==> config.mk <==
export PLATFORM = sky130hd
export DESIGN_NAME = ir_assembly_tokenizer_flat
export DESIGN_NICKNAME = d
export VERILOG_FILES = /design/src/hdl/itk_pkg.sv /design/src/hdl/itk_req_if.sv /design/src/hdl/itk_rsp_if.sv /design/src/hdl/itk_front.sv /design/src/hdl/itk_queue.sv /design/src/hdl/itk_out.sv /design/src/hdl/ir_assembly_tokenizer.sv /design/src/flat_wrapper.sv
export SDC_FILE = /design/constraint.sdc
export NUM_CORES = 2
export LEC_CHECK = 0
export BUFFER_PORTS_ARGS = -buffer_cell sky130_fd_sc_hd__buf_2
export CAP_MARGIN = 0
export CORE_AREA = 2 2 259 261
export DETAILED_ROUTE_END_ITERATION = 8
export DIE_AREA = 0 0 261 263
export GPL_ROUTABILITY_DRIVEN = 1
export PLACE_DENSITY = 0.77
export SYNTH_ARGS = -nofsm -noshare
export SYNTH_HDL_FRONTEND = slang
export SYNTH_SLANG_ARGS = --single-unit
==> constraint.sdc <==
create_clock -name clock -period 12.75 [get_ports clock]
set_input_delay 2.55 -clock clock [delete_from_list [all_inputs] [get_ports clock]]
set_output_delay 2.55 -clock clock [all_outputs]
set_load 0.01 [all_outputs]
==> src/hdl/itk_pkg.sv <==
// Shared types and constants of the assembly tokenizer.
package itk_pkg;

   // Widths of the transaction fields.
   localparam int unsigned KIND_W = 5;
   localparam int unsigned POS_W  = 32;
   localparam int unsigned LEN_W  = 16;
   localparam int unsigned CHAR_W = 8;

   // Token kinds.
   localparam logic [KIND_W-1:0] TK_IDENT   = 5'd0;
   localparam logic [KIND_W-1:0] TK_MODULE  = 5'd1;
   localparam logic [KIND_W-1:0] TK_FUNC    = 5'd2;
   localparam logic [KIND_W-1:0] TK_MEMREF  = 5'd3;
   localparam logic [KIND_W-1:0] TK_TENSOR  = 5'd4;
   localparam logic [KIND_W-1:0] TK_INT     = 5'd5;
   localparam logic [KIND_W-1:0] TK_FLOAT   = 5'd6;
   localparam logic [KIND_W-1:0] TK_LPAREN  = 5'd7;
   localparam logic [KIND_W-1:0] TK_RPAREN  = 5'd8;
   localparam logic [KIND_W-1:0] TK_LBRACE  = 5'd9;
   localparam logic [KIND_W-1:0] TK_RBRACE  = 5'd10;
   localparam logic [KIND_W-1:0] TK_COMMA   = 5'd11;
   localparam logic [KIND_W-1:0] TK_COLON   = 5'd12;
   localparam logic [KIND_W-1:0] TK_LESS    = 5'd13;
   localparam logic [KIND_W-1:0] TK_GREATER = 5'd14;
   localparam logic [KIND_W-1:0] TK_EQUAL   = 5'd15;
   localparam logic [KIND_W-1:0] TK_AT      = 5'd16;
   localparam logic [KIND_W-1:0] TK_PLUS    = 5'd17;
   localparam logic [KIND_W-1:0] TK_MINUS   = 5'd18;
   localparam logic [KIND_W-1:0] TK_ARROW   = 5'd19;
   localparam logic [KIND_W-1:0] TK_STAR    = 5'd20;
   localparam logic [KIND_W-1:0] TK_UNKNOWN = 5'd21;
   localparam logic [KIND_W-1:0] TK_EOF     = 5'd22;

   // Keyword texts, last character in the low byte.
   localparam logic [47:0] KW_MODULE = 48'h6D6F64756C65;
   localparam logic [31:0] KW_FUNC   = 32'h66756E63;
   localparam logic [47:0] KW_MEMREF = 48'h6D656D726566;
   localparam logic [47:0] KW_TENSOR = 48'h74656E736F72;

   // Depth of the token queue between scanner and output stage.
   localparam int unsigned TOKQ_DEPTH = 4;

   // One finished token as it leaves the block.
   typedef struct packed {
      logic [KIND_W-1:0] token_kind;
      logic [POS_W-1:0]  token_line;
      logic [POS_W-1:0]  token_column;
      logic [POS_W-1:0]  token_offset;
      logic [LEN_W-1:0]  token_length;
      logic [CHAR_W-1:0] token_char;
      logic              last_of_run;
   } token_type;

   // Up to two tokens written by the scanner in one cycle, in order.
   typedef struct packed {
      logic      a_valid;
      token_type a;
      logic      b_valid;
      token_type b;
   } push_type;

   // Head of the token queue as seen by the output stage.
   typedef struct packed {
      logic      not_empty;
      token_type head;
   } head_type;

endpackage

==> src/hdl/itk_req_if.sv <==
// Input channel: one source byte or an end-of-input marker per transaction.
interface itk_req_if;
   logic       valid;
   logic       ready;
   logic       kind;
   logic [7:0] char_byte;

   modport source (output valid, output kind, output char_byte, input ready);
   modport sink   (input valid, input kind, input char_byte, output ready);
endinterface

==> src/hdl/itk_rsp_if.sv <==
// Result channel: one token per transaction.
interface itk_rsp_if;
   logic        valid;
   logic        ready;
   logic [4:0]  token_kind;
   logic [31:0] token_line;
   logic [31:0] token_column;
   logic [31:0] token_offset;
   logic [15:0] token_length;
   logic [7:0]  token_char;
   logic        last_of_run;

   modport source (output valid, output token_kind, output token_line, output token_column,
                   output token_offset, output token_length, output token_char,
                   output last_of_run, input ready);
   modport sink   (input valid, input token_kind, input token_line, input token_column,
                   input token_offset, input token_length, input token_char,
                   input last_of_run, output ready);
endinterface

==> src/hdl/itk_front.sv <==
// Scanner front end: classifies each byte and forms up to two tokens per transaction.
module itk_front #(
   parameter int unsigned POSITION_WIDTH = 32,
   parameter int unsigned LENGTH_WIDTH   = 16
) (
   input  logic             clock,
   input  logic             reset,
   itk_req_if.sink          req_bus,
   input  logic             space_ok,
   output itk_pkg::push_type push
);

   typedef enum logic [4:0] {
      MODE_IDLE    = 5'b00001,
      MODE_IDENT   = 5'b00010,
      MODE_NUMBER  = 5'b00100,
      MODE_MINUS   = 5'b01000,
      MODE_COMMENT = 5'b10000
   } mode_type;

   typedef logic [POSITION_WIDTH-1:0] pos_type;
   typedef logic [LENGTH_WIDTH-1:0]   len_type;

   mode_type   mode_ff, mode_in;
   pos_type    line_ff, line_in;
   pos_type    col_ff, col_in;
   pos_type    off_ff, off_in;
   pos_type    sline_ff, sline_in;
   pos_type    scol_ff, scol_in;
   pos_type    soff_ff, soff_in;
   len_type    plen_ff, plen_in;
   logic       dot_ff, dot_in;
   logic [47:0] win_ff, win_in;
   logic [7:0] first_ff, first_in;

   logic       fire;
   logic [7:0] c;
   logic       is_digit, is_alpha, is_space, ident_char;
   logic       consumed;
   logic [itk_pkg::KIND_W-1:0] flush_kind;
   itk_pkg::token_type tok_a, tok_b;
   logic       a_v, b_v;

   function automatic pos_type pos_inc(input pos_type v);
      pos_inc = (&v) ? v : v + 1'b1;
   endfunction

   function automatic logic [itk_pkg::KIND_W-1:0] punct_kind(input logic [7:0] ch);
      case (ch)
         "(":     punct_kind = itk_pkg::TK_LPAREN;
         ")":     punct_kind = itk_pkg::TK_RPAREN;
         "{":     punct_kind = itk_pkg::TK_LBRACE;
         "}":     punct_kind = itk_pkg::TK_RBRACE;
         ",":     punct_kind = itk_pkg::TK_COMMA;
         ":":     punct_kind = itk_pkg::TK_COLON;
         "<":     punct_kind = itk_pkg::TK_LESS;
         ">":     punct_kind = itk_pkg::TK_GREATER;
         "=":     punct_kind = itk_pkg::TK_EQUAL;
         "@":     punct_kind = itk_pkg::TK_AT;
         "+":     punct_kind = itk_pkg::TK_PLUS;
         "*":     punct_kind = itk_pkg::TK_STAR;
         default: punct_kind = itk_pkg::TK_UNKNOWN;
      endcase
   endfunction

   // Handshake and character classes.
   assign req_bus.ready = space_ok;
   assign fire          = req_bus.valid && space_ok;
   assign c             = req_bus.char_byte;
   assign is_digit      = (c >= "0") && (c <= "9");
   assign is_alpha      = ((c >= "a") && (c <= "z")) || ((c >= "A") && (c <= "Z"));
   assign is_space      = (c == " ") || ((c >= 8'd9) && (c <= 8'd13));
   assign ident_char    = is_alpha || is_digit || (c == "_") || (c == ".");

   // Kind of the pending token, should it be closed now.
   always_comb begin
      flush_kind = itk_pkg::TK_MINUS;
      unique case (mode_ff) inside
         MODE_IDENT: begin
            flush_kind = itk_pkg::TK_IDENT;
            if (plen_ff == LENGTH_WIDTH'(6)) begin
               if (win_ff == itk_pkg::KW_MODULE)      flush_kind = itk_pkg::TK_MODULE;
               else if (win_ff == itk_pkg::KW_MEMREF) flush_kind = itk_pkg::TK_MEMREF;
               else if (win_ff == itk_pkg::KW_TENSOR) flush_kind = itk_pkg::TK_TENSOR;
            end else if (plen_ff == LENGTH_WIDTH'(4) && win_ff[31:0] == itk_pkg::KW_FUNC) begin
               flush_kind = itk_pkg::TK_FUNC;
            end
         end
         MODE_NUMBER: flush_kind = dot_ff ? itk_pkg::TK_FLOAT : itk_pkg::TK_INT;
         MODE_MINUS:  flush_kind = itk_pkg::TK_MINUS;
         MODE_IDLE, MODE_COMMENT: flush_kind = itk_pkg::TK_MINUS;
         default:     flush_kind = itk_pkg::TK_MINUS;
      endcase
   end

   // Next scanner state and the tokens this transaction produces.
   always_comb begin
      mode_in  = mode_ff;
      line_in  = line_ff;
      col_in   = col_ff;
      off_in   = off_ff;
      sline_in = sline_ff;
      scol_in  = scol_ff;
      soff_in  = soff_ff;
      plen_in  = plen_ff;
      dot_in   = dot_ff;
      win_in   = win_ff;
      first_in = first_ff;
      consumed = 1'b0;
      a_v      = 1'b0;
      b_v      = 1'b0;

      tok_a.token_kind   = flush_kind;
      tok_a.token_line   = itk_pkg::POS_W'(sline_ff);
      tok_a.token_column = itk_pkg::POS_W'(scol_ff);
      tok_a.token_offset = itk_pkg::POS_W'(soff_ff);
      tok_a.token_length = itk_pkg::LEN_W'(plen_ff);
      tok_a.token_char   = first_ff;
      tok_a.last_of_run  = 1'b0;

      tok_b.token_kind   = punct_kind(c);
      tok_b.token_line   = itk_pkg::POS_W'(line_ff);
      tok_b.token_column = itk_pkg::POS_W'(col_ff);
      tok_b.token_offset = itk_pkg::POS_W'(off_ff);
      tok_b.token_length = itk_pkg::LEN_W'(1);
      tok_b.token_char   = c;
      tok_b.last_of_run  = 1'b1;

      if (req_bus.kind) begin
         // End of input closes any pending token and reports the end position.
         a_v                = (mode_ff == MODE_IDENT) || (mode_ff == MODE_NUMBER) ||
                              (mode_ff == MODE_MINUS);
         b_v                = 1'b1;
         mode_in            = MODE_IDLE;
         tok_b.token_kind   = itk_pkg::TK_EOF;
         tok_b.token_length = '0;
         tok_b.token_char   = '0;
      end else begin
         // Continue the pending token where the byte allows it.
         unique case (mode_ff) inside
            MODE_IDENT, MODE_NUMBER: begin
               if ((mode_ff == MODE_IDENT) ? ident_char : (is_digit || c == ".")) begin
                  consumed = 1'b1;
                  plen_in  = (&plen_ff) ? plen_ff : plen_ff + 1'b1;
                  win_in   = {win_ff[39:0], c};
                  dot_in   = dot_ff || (c == ".");
                  col_in   = pos_inc(col_ff);
                  off_in   = off_ff + 1'b1;
               end else begin
                  a_v = 1'b1;
               end
            end
            MODE_MINUS: begin
               if (c == ">") begin
                  consumed           = 1'b1;
                  mode_in            = MODE_IDLE;
                  col_in             = pos_inc(col_ff);
                  off_in             = off_ff + 1'b1;
                  b_v                = 1'b1;
                  tok_b.token_kind   = itk_pkg::TK_ARROW;
                  tok_b.token_line   = itk_pkg::POS_W'(sline_ff);
                  tok_b.token_column = itk_pkg::POS_W'(scol_ff);
                  tok_b.token_offset = itk_pkg::POS_W'(soff_ff);
                  tok_b.token_length = itk_pkg::LEN_W'(2);
                  tok_b.token_char   = "-";
               end else begin
                  a_v = 1'b1;
               end
            end
            MODE_COMMENT: begin
               if (c != "\n") begin
                  consumed = 1'b1;
                  col_in   = pos_inc(col_ff);
                  off_in   = off_ff + 1'b1;
               end
            end
            MODE_IDLE: consumed = 1'b0;
            default:   consumed = 1'b0;
         endcase

         // A byte not taken by the pending token starts afresh.
         if (!consumed) begin
            mode_in = MODE_IDLE;
            if (c == "\n") begin
               line_in = pos_inc(line_ff);
               col_in  = POSITION_WIDTH'(1);
               off_in  = off_ff + 1'b1;
            end else if (is_space) begin
               col_in = pos_inc(col_ff);
               off_in = off_ff + 1'b1;
            end else if (c == ";" || c == "#") begin
               mode_in = MODE_COMMENT;
               col_in  = pos_inc(col_ff);
               off_in  = off_ff + 1'b1;
            end else if (is_alpha || is_digit || c == "_" || c == "-") begin
               if (is_digit)    mode_in = MODE_NUMBER;
               else if (c == "-") mode_in = MODE_MINUS;
               else             mode_in = MODE_IDENT;
               sline_in = line_ff;
               scol_in  = col_ff;
               soff_in  = off_ff;
               plen_in  = LENGTH_WIDTH'(1);
               dot_in   = 1'b0;
               win_in   = {40'd0, c};
               first_in = c;
               col_in   = pos_inc(col_ff);
               off_in   = off_ff + 1'b1;
            end else begin
               b_v    = 1'b1;
               col_in = pos_inc(col_ff);
               off_in = off_ff + 1'b1;
            end
         end
      end

      tok_a.last_of_run = !b_v;
   end

   assign push.a_valid = fire && a_v;
   assign push.a       = tok_a;
   assign push.b_valid = fire && b_v;
   assign push.b       = tok_b;

   // Scanner state registers.
   always_ff @(posedge clock) begin
      if (reset) begin
         mode_ff  <= MODE_IDLE;
         line_ff  <= POSITION_WIDTH'(1);
         col_ff   <= POSITION_WIDTH'(1);
         off_ff   <= '0;
         sline_ff <= '0;
         scol_ff  <= '0;
         soff_ff  <= '0;
         plen_ff  <= '0;
         dot_ff   <= 1'b0;
         win_ff   <= '0;
         first_ff <= '0;
      end else if (fire) begin
         mode_ff  <= mode_in;
         line_ff  <= line_in;
         col_ff   <= col_in;
         off_ff   <= off_in;
         sline_ff <= sline_in;
         scol_ff  <= scol_in;
         soff_ff  <= soff_in;
         plen_ff  <= plen_in;
         dot_ff   <= dot_in;
         win_ff   <= win_in;
         first_ff <= first_in;
      end
   end

endmodule

==> src/hdl/itk_queue.sv <==
// Token queue: takes up to two tokens per cycle from the scanner, gives one per cycle while the output stage pops.
module itk_queue (
   input  logic              clock,
   input  logic              reset,
   input  itk_pkg::push_type push,
   input  logic              pop,
   output itk_pkg::head_type head,
   output logic              space_ok
);

   localparam int unsigned DEPTH = itk_pkg::TOKQ_DEPTH;
   localparam int unsigned PW    = $clog2(DEPTH);
   localparam int unsigned CW    = $clog2(DEPTH + 1);

   itk_pkg::token_type   mem_ff [DEPTH];
   logic [PW-1:0]        wr_ff, wr_in;
   logic [PW-1:0]        rd_ff, rd_in;
   logic [CW-1:0]        count_ff, count_in;
   logic [1:0]           n_push;
   itk_pkg::token_type   first_tok;
   logic [PW-1:0]        wr_next;

   // Compact the two slots so the earlier token is written first.
   assign n_push    = {1'b0, push.a_valid} + {1'b0, push.b_valid};
   assign first_tok = push.a_valid ? push.a : push.b;
   assign wr_next   = wr_ff + 1'b1;

   assign wr_in    = wr_ff + PW'(n_push);
   assign rd_in    = rd_ff + PW'(pop);
   assign count_in = count_ff + CW'(n_push) - CW'(pop);

   // Room for a full two-token transaction is required before accepting.
   assign space_ok       = count_ff <= CW'(DEPTH - 2);
   assign head.not_empty = count_ff != '0;
   assign head.head      = mem_ff[rd_ff];

   // Storage is written without reset.
   always_ff @(posedge clock) begin
      if (n_push != 2'd0) begin
         mem_ff[wr_ff] <= first_tok;
      end
      if (n_push == 2'd2) begin
         mem_ff[wr_next] <= push.b;
      end
   end

   // Pointers and fill level.
   always_ff @(posedge clock) begin
      if (reset) begin
         wr_ff    <= '0;
         rd_ff    <= '0;
         count_ff <= '0;
      end else begin
         wr_ff    <= wr_in;
         rd_ff    <= rd_in;
         count_ff <= count_in;
      end
   end

endmodule

==> src/hdl/itk_out.sv <==
// Output stage: moves the queue head into the result register and drives the channel.
module itk_out (
   input  logic              clock,
   input  logic              reset,
   input  itk_pkg::head_type head,
   output logic              pop,
   itk_rsp_if.source         rsp_bus
);

   logic               valid_ff, valid_in;
   itk_pkg::token_type tok_ff;

   // Load a new token when the register is empty or its token is being taken.
   assign pop      = head.not_empty && (!valid_ff || rsp_bus.ready);
   assign valid_in = pop || (valid_ff && !rsp_bus.ready);

   always_ff @(posedge clock) begin
      if (reset) begin
         valid_ff <= 1'b0;
      end else begin
         valid_ff <= valid_in;
      end
   end

   always_ff @(posedge clock) begin
      if (pop) begin
         tok_ff <= head.head;
      end
   end

   assign rsp_bus.valid        = valid_ff;
   assign rsp_bus.token_kind   = tok_ff.token_kind;
   assign rsp_bus.token_line   = tok_ff.token_line;
   assign rsp_bus.token_column = tok_ff.token_column;
   assign rsp_bus.token_offset = tok_ff.token_offset;
   assign rsp_bus.token_length = tok_ff.token_length;
   assign rsp_bus.token_char   = tok_ff.token_char;
   assign rsp_bus.last_of_run  = tok_ff.last_of_run;

endmodule

==> src/hdl/ir_assembly_tokenizer.sv <==
// A token completed by an accepted byte is queued, then moved to the result register when free.
// Throughput: one byte per cycle while two queue entries are free; the output stage gives one
// token per cycle when taken; a second token from one byte waits in a 4-entry queue.
// Input is held off while fewer than two queue entries are free.
// Reset (synchronous): scanner idle, line 1, column 1, offset 0, queue and output emptied.
module ir_assembly_tokenizer #(
   parameter int unsigned POSITION_WIDTH = 32,
   parameter int unsigned LENGTH_WIDTH   = 16
) (
   input  logic      clock,
   input  logic      reset,
   itk_req_if.sink   req_bus,
   itk_rsp_if.source rsp_bus
);

   itk_pkg::push_type push;
   itk_pkg::head_type head;
   logic              pop;
   logic              space_ok;

   // Scanner.
   itk_front #(
      .POSITION_WIDTH (POSITION_WIDTH),
      .LENGTH_WIDTH   (LENGTH_WIDTH)
   ) u_front (
      .clock    (clock),
      .reset    (reset),
      .req_bus  (req_bus),
      .space_ok (space_ok),
      .push     (push)
   );

   // Token queue.
   itk_queue u_queue (
      .clock    (clock),
      .reset    (reset),
      .push     (push),
      .pop      (pop),
      .head     (head),
      .space_ok (space_ok)
   );

   // Result register.
   itk_out u_out (
      .clock   (clock),
      .reset   (reset),
      .head    (head),
      .pop     (pop),
      .rsp_bus (rsp_bus)
   );

endmodule

==> src/flat_wrapper.sv <==
// flat-port wrapper written by rule: the top's interface ports become plain ports
module ir_assembly_tokenizer_flat 
#(
   parameter int unsigned POSITION_WIDTH = 32,
   parameter int unsigned LENGTH_WIDTH   = 16
)
  (clock, reset, req_bus_valid, req_bus_kind, req_bus_char_byte, req_bus_ready, rsp_bus_valid, rsp_bus_token_kind, rsp_bus_token_line, rsp_bus_token_column, rsp_bus_token_offset, rsp_bus_token_length, rsp_bus_token_char, rsp_bus_last_of_run, rsp_bus_ready);
  itk_req_if req_bus_i ();
  itk_rsp_if rsp_bus_i ();
  input  logic clock;
  input  logic reset;
  input wire logic [$bits(req_bus_i.valid)-1:0] req_bus_valid;
  input wire logic [$bits(req_bus_i.kind)-1:0] req_bus_kind;
  input wire logic [$bits(req_bus_i.char_byte)-1:0] req_bus_char_byte;
  output wire logic [$bits(req_bus_i.ready)-1:0] req_bus_ready;
  output wire logic [$bits(rsp_bus_i.valid)-1:0] rsp_bus_valid;
  output wire logic [$bits(rsp_bus_i.token_kind)-1:0] rsp_bus_token_kind;
  output wire logic [$bits(rsp_bus_i.token_line)-1:0] rsp_bus_token_line;
  output wire logic [$bits(rsp_bus_i.token_column)-1:0] rsp_bus_token_column;
  output wire logic [$bits(rsp_bus_i.token_offset)-1:0] rsp_bus_token_offset;
  output wire logic [$bits(rsp_bus_i.token_length)-1:0] rsp_bus_token_length;
  output wire logic [$bits(rsp_bus_i.token_char)-1:0] rsp_bus_token_char;
  output wire logic [$bits(rsp_bus_i.last_of_run)-1:0] rsp_bus_last_of_run;
  input wire logic [$bits(rsp_bus_i.ready)-1:0] rsp_bus_ready;
  assign req_bus_i.valid = req_bus_valid;
  assign req_bus_i.kind = req_bus_kind;
  assign req_bus_i.char_byte = req_bus_char_byte;
  assign req_bus_ready = req_bus_i.ready;
  assign rsp_bus_valid = rsp_bus_i.valid;
  assign rsp_bus_token_kind = rsp_bus_i.token_kind;
  assign rsp_bus_token_line = rsp_bus_i.token_line;
  assign rsp_bus_token_column = rsp_bus_i.token_column;
  assign rsp_bus_token_offset = rsp_bus_i.token_offset;
  assign rsp_bus_token_length = rsp_bus_i.token_length;
  assign rsp_bus_token_char = rsp_bus_i.token_char;
  assign rsp_bus_last_of_run = rsp_bus_i.last_of_run;
  assign rsp_bus_i.ready = rsp_bus_ready;
  ir_assembly_tokenizer #(.POSITION_WIDTH(POSITION_WIDTH), .LENGTH_WIDTH(LENGTH_WIDTH)) u_core (.clock(clock), .reset(reset), .req_bus(req_bus_i), .rsp_bus(rsp_bus_i));
endmodule
==> out/results.ini <==
[cts]
cts_hold_buf=0
htree_levels=3
path_clk_slew_ns=0.06
cts_buffers=91
cts-resized-gates=0
clockBufferDepth=3
clkLatencyLatePin_ns=0.65
cts_root_buffer=clkbuf_16
cts_setup_buffers=0
cts.sinks=908
cts_tree=yes

[synthesis]
synth_most_common_cell=edfxtp_1
synth.area.top_cells=edfxtp_1, dfxtp_1, o2bb2ai_1, mux4_2, nand2_1
yosysTopAreaCellShare_pct=43.56
synth-edff-count=570
synthArstFlopShare_pct=0
synth.ff_latch_count=908
synthCells=3039
synth_common_cells=edfxtp_1, o2bb2ai_1, nand2_1
syn_area_um2=39300
synth_cell_types=85
synth_top_area_cell=edfxtp_1
avgSynthCellArea_um2=12.93
ys_seq_area_share_pct=60.78
yosys_warnings=0
ys.flop_type=edfxtp_1
syn_nets=3066

[power_and_ir_drop]
p_leak_nw=13.74
pwr_density_cell_nw_per_um2=180.3
vdd_ir_drop_max_mv=0.1434

[place]
dp_cells=3855
dp_hpwl_mm=58.59
portBuffers=140
place_area_um2=40330
place_ws_ns=4.320
gp_congestion=0.8982

[setup_path]
reg2reg_slack_ns=6.79
regToRegEndpoint=u_core.u_queue.mem_ff[3][39]$_DFFE_PP_
critPathKind=in -> reg
worstPathRequired_ns=13.21
crit_fanout=64
critPathArrivalTime_ns=8.35
critPathCapture=u_core.u_queue.mem_ff[3][39]$_DFFE_PP_
r2r_start=u_core.u_front.mode_ff[3]$_SDFFE_PP0P_
end_kind=flip-flop
start_kind=input port
ff2ff_path_depth=13
startpoint=req_bus_char_byte[2]

[global_route]
grt.overflow.total=0
grt_pass1_vias=27360
grt_max_degree=88
antenna_found_initial=2
track_usage_pct=29.78
grt_pass1_wl_mm=157.9

[cells_and_area]
final_util_pct=66.08
syn_to_final_growth_pct=10.36
multiInputGateArea_um2=14170
stdcell_count=4025
fillers=4618
drive_gt1_share_pct=15.44
final_area_um2=43370
nets=3111
seqCellArea_um2=23890

[sta]
skew_ns=0.02136
rsz0062_at_grt=no
setup_tns_ns=0
min_period_over_period_pct=61.89
setup_viol=0
worstMarginPinSlew_ns=1.275
layout_min_cycle_time_ns=7.891
timing.fmax_ghz=0.1267
slew_viol_final=0
fin_ws_ns=4.859
maxSlewHeadroom_pct=14.79
hold_viol=0

[detailed_routing]
drtPass1Iterations=6
vias=27070
viasPerCell=6.726
met3WireLength_mm=8.529
totalWireLength_mm=102.4
wire_per_inst_um=25.44
met1Wirelength_mm=39.66
drt_iter0_drc=2888
post-route-drc-count=0
route.met2.wl_mm=50.67
highest_layer=met5
ant_nets=0

[floorplan]
die_x_um=261
chipHeight_um=263
rows=94
start_util_pct=59.88
die-area_um2=68640
coreArea_um2=65630
io_pins=141

[run]
drv_cap=0

[run_status]
outcome=finished, final reports clean

[worst_hold_path]
hp-class=reg -> reg

registers in the layout, indices dropped and copies added (netlist names), 32 cells and up:
register and count:
u_core.u_queue.mem_ff 504, u_core.u_out.rsp_bus.token_offset 32, u_core.u_front.col_ff 32, u_core.u_front.win_ff 48
u_core.u_front.off_ff 32, u_core.u_front.line_ff 32, u_core.u_front.soff_ff 32, u_core.u_out.rsp_bus.token_line 32
u_core.u_front.scol_ff 32, u_core.u_front.sline_ff 32, u_core.u_out.rsp_bus.token_column 32
final cells by class:
class                   instances  share of cell area [%]
flip-flops and latches        908                   55.09
inverters                      38                  0.3520
clock buffers                 121                   5.868
well taps                     864                   2.493
diodes                          1                0.005770
clock inverters                48                   1.142
multi-input cells            1863                   32.67
repair buffers                182                   2.386
cell usage in the layout, fill, tap and decap left out, types with 11 or more instances in the layout:
| cell type | count |
|---|---|
| nor2_1 | 130 |
| mux2i_1 | 12 |
| o2bb2ai_1 | 391 |
| clkbuf_1 | 19 |
| xor2_1 | 47 |
| edfxtp_1 | 570 |
| clkbuf_16 | 95 |
| mux4_2 | 126 |
| nand2b_1 | 23 |
| nor4_1 | 27 |
| dfxtp_1 | 336 |
| xnor2_1 | 37 |
| clkinv_1 | 13 |
| and2_1 | 14 |
| a22o_1 | 108 |
| buf_4 | 41 |
| nand3_1 | 42 |
| nor2b_1 | 15 |
| inv_1 | 33 |
| clkinv_2 | 18 |
| nand2_1 | 385 |
| and3_1 | 22 |
| o22ai_1 | 20 |
| nand4_1 | 41 |
| buf_2 | 139 |
| a21oi_1 | 150 |
| ha_1 | 13 |
| o21ai_0 | 45 |
| or4_1 | 11 |
| nor3_1 | 25 |
| or3_1 | 23 |
metal layers:
layer | track usage, % | vias to the layer above
met5 | 0 | -
met4 | 12.32 | 2
met3 | 4.776 | 233
met2 | 49.55 | 1368
met1 | 39.03 | 13520
li1 | - | 11950
report_power, final:
group	internal (mW)	switching, mW
Clock	1.57	1.14
Combinational	0.497	0.830
Sequential	3.59	0.185
logic make-up after synthesis:
logic type | after synthesis | share of synthesized area [%]
buf+inv | 268 | 3.426
compound gates | 802 | 15.75
xor+xnor | 84 | 1.872
mux | 138 | 7.527
flops | 908 | 60.78
simple gates | 825 | 10.18
fa+ha+maj | 14 | 0.4649
per-stage QoR:
step | hold WS, ns | total power, mW
final | 0.4509 | 7.818
after detailed placement | 0.4428 | 5.179
after global placement | 0.4314 | 5.144
after CTS | 0.4559 | 7.857
after floorplan | 0.4198 | 4.652
after global routing | 0.4784 | 8.077
how the worst min path moves through the flow:
stage / from / endpoint / slack [ns] / cells after the start
2_1_floorplan: u_core.u_queue.mem_ff[2][12]$_SDFFE_PP0P_ / u_core.u_queue.mem_ff[2][12]$_SDFFE_PP0P_ / 0.42 / 2
3_3_place_gp: u_core.u_queue.mem_ff[3][24]$_SDFFE_PP0P_ / u_core.u_queue.mem_ff[3][24]$_SDFFE_PP0P_ / 0.43 / 2
3_5_place_dp: u_core.u_queue.mem_ff[3][24]$_SDFFE_PP0P_ / u_core.u_queue.mem_ff[3][24]$_SDFFE_PP0P_ / 0.44 / 2
4_1_cts: u_core.u_queue.mem_ff[3][24]$_SDFFE_PP0P_ / u_core.u_queue.mem_ff[3][24]$_SDFFE_PP0P_ / 0.46 / 2
5_1_grt: u_core.u_queue.mem_ff[3][14]$_SDFFE_PP0P_ / u_core.u_queue.mem_ff[3][14]$_SDFFE_PP0P_ / 0.48 / 1
6_report: u_core.u_queue.mem_ff[3][24]$_SDFFE_PP0P_ / u_core.u_queue.mem_ff[3][24]$_SDFFE_PP0P_ / 0.45 / 2
worst max-delay path: stages:
cell       delay, ns
buf_2           0.24
or2_1           0.36
nor4_4          0.43
o21ai_1         0.28
or3_1           0.44
o21ai_1         0.50
and2_1          0.21
ha_1            0.27
inv_1           0.17
mux2i_1         0.15
nand2_1         0.47
o21bai_4        1.01
buf_4           0.95
o2bb2ai_1       0.21
Note: power is estimated with default switching activity, not from simulation.
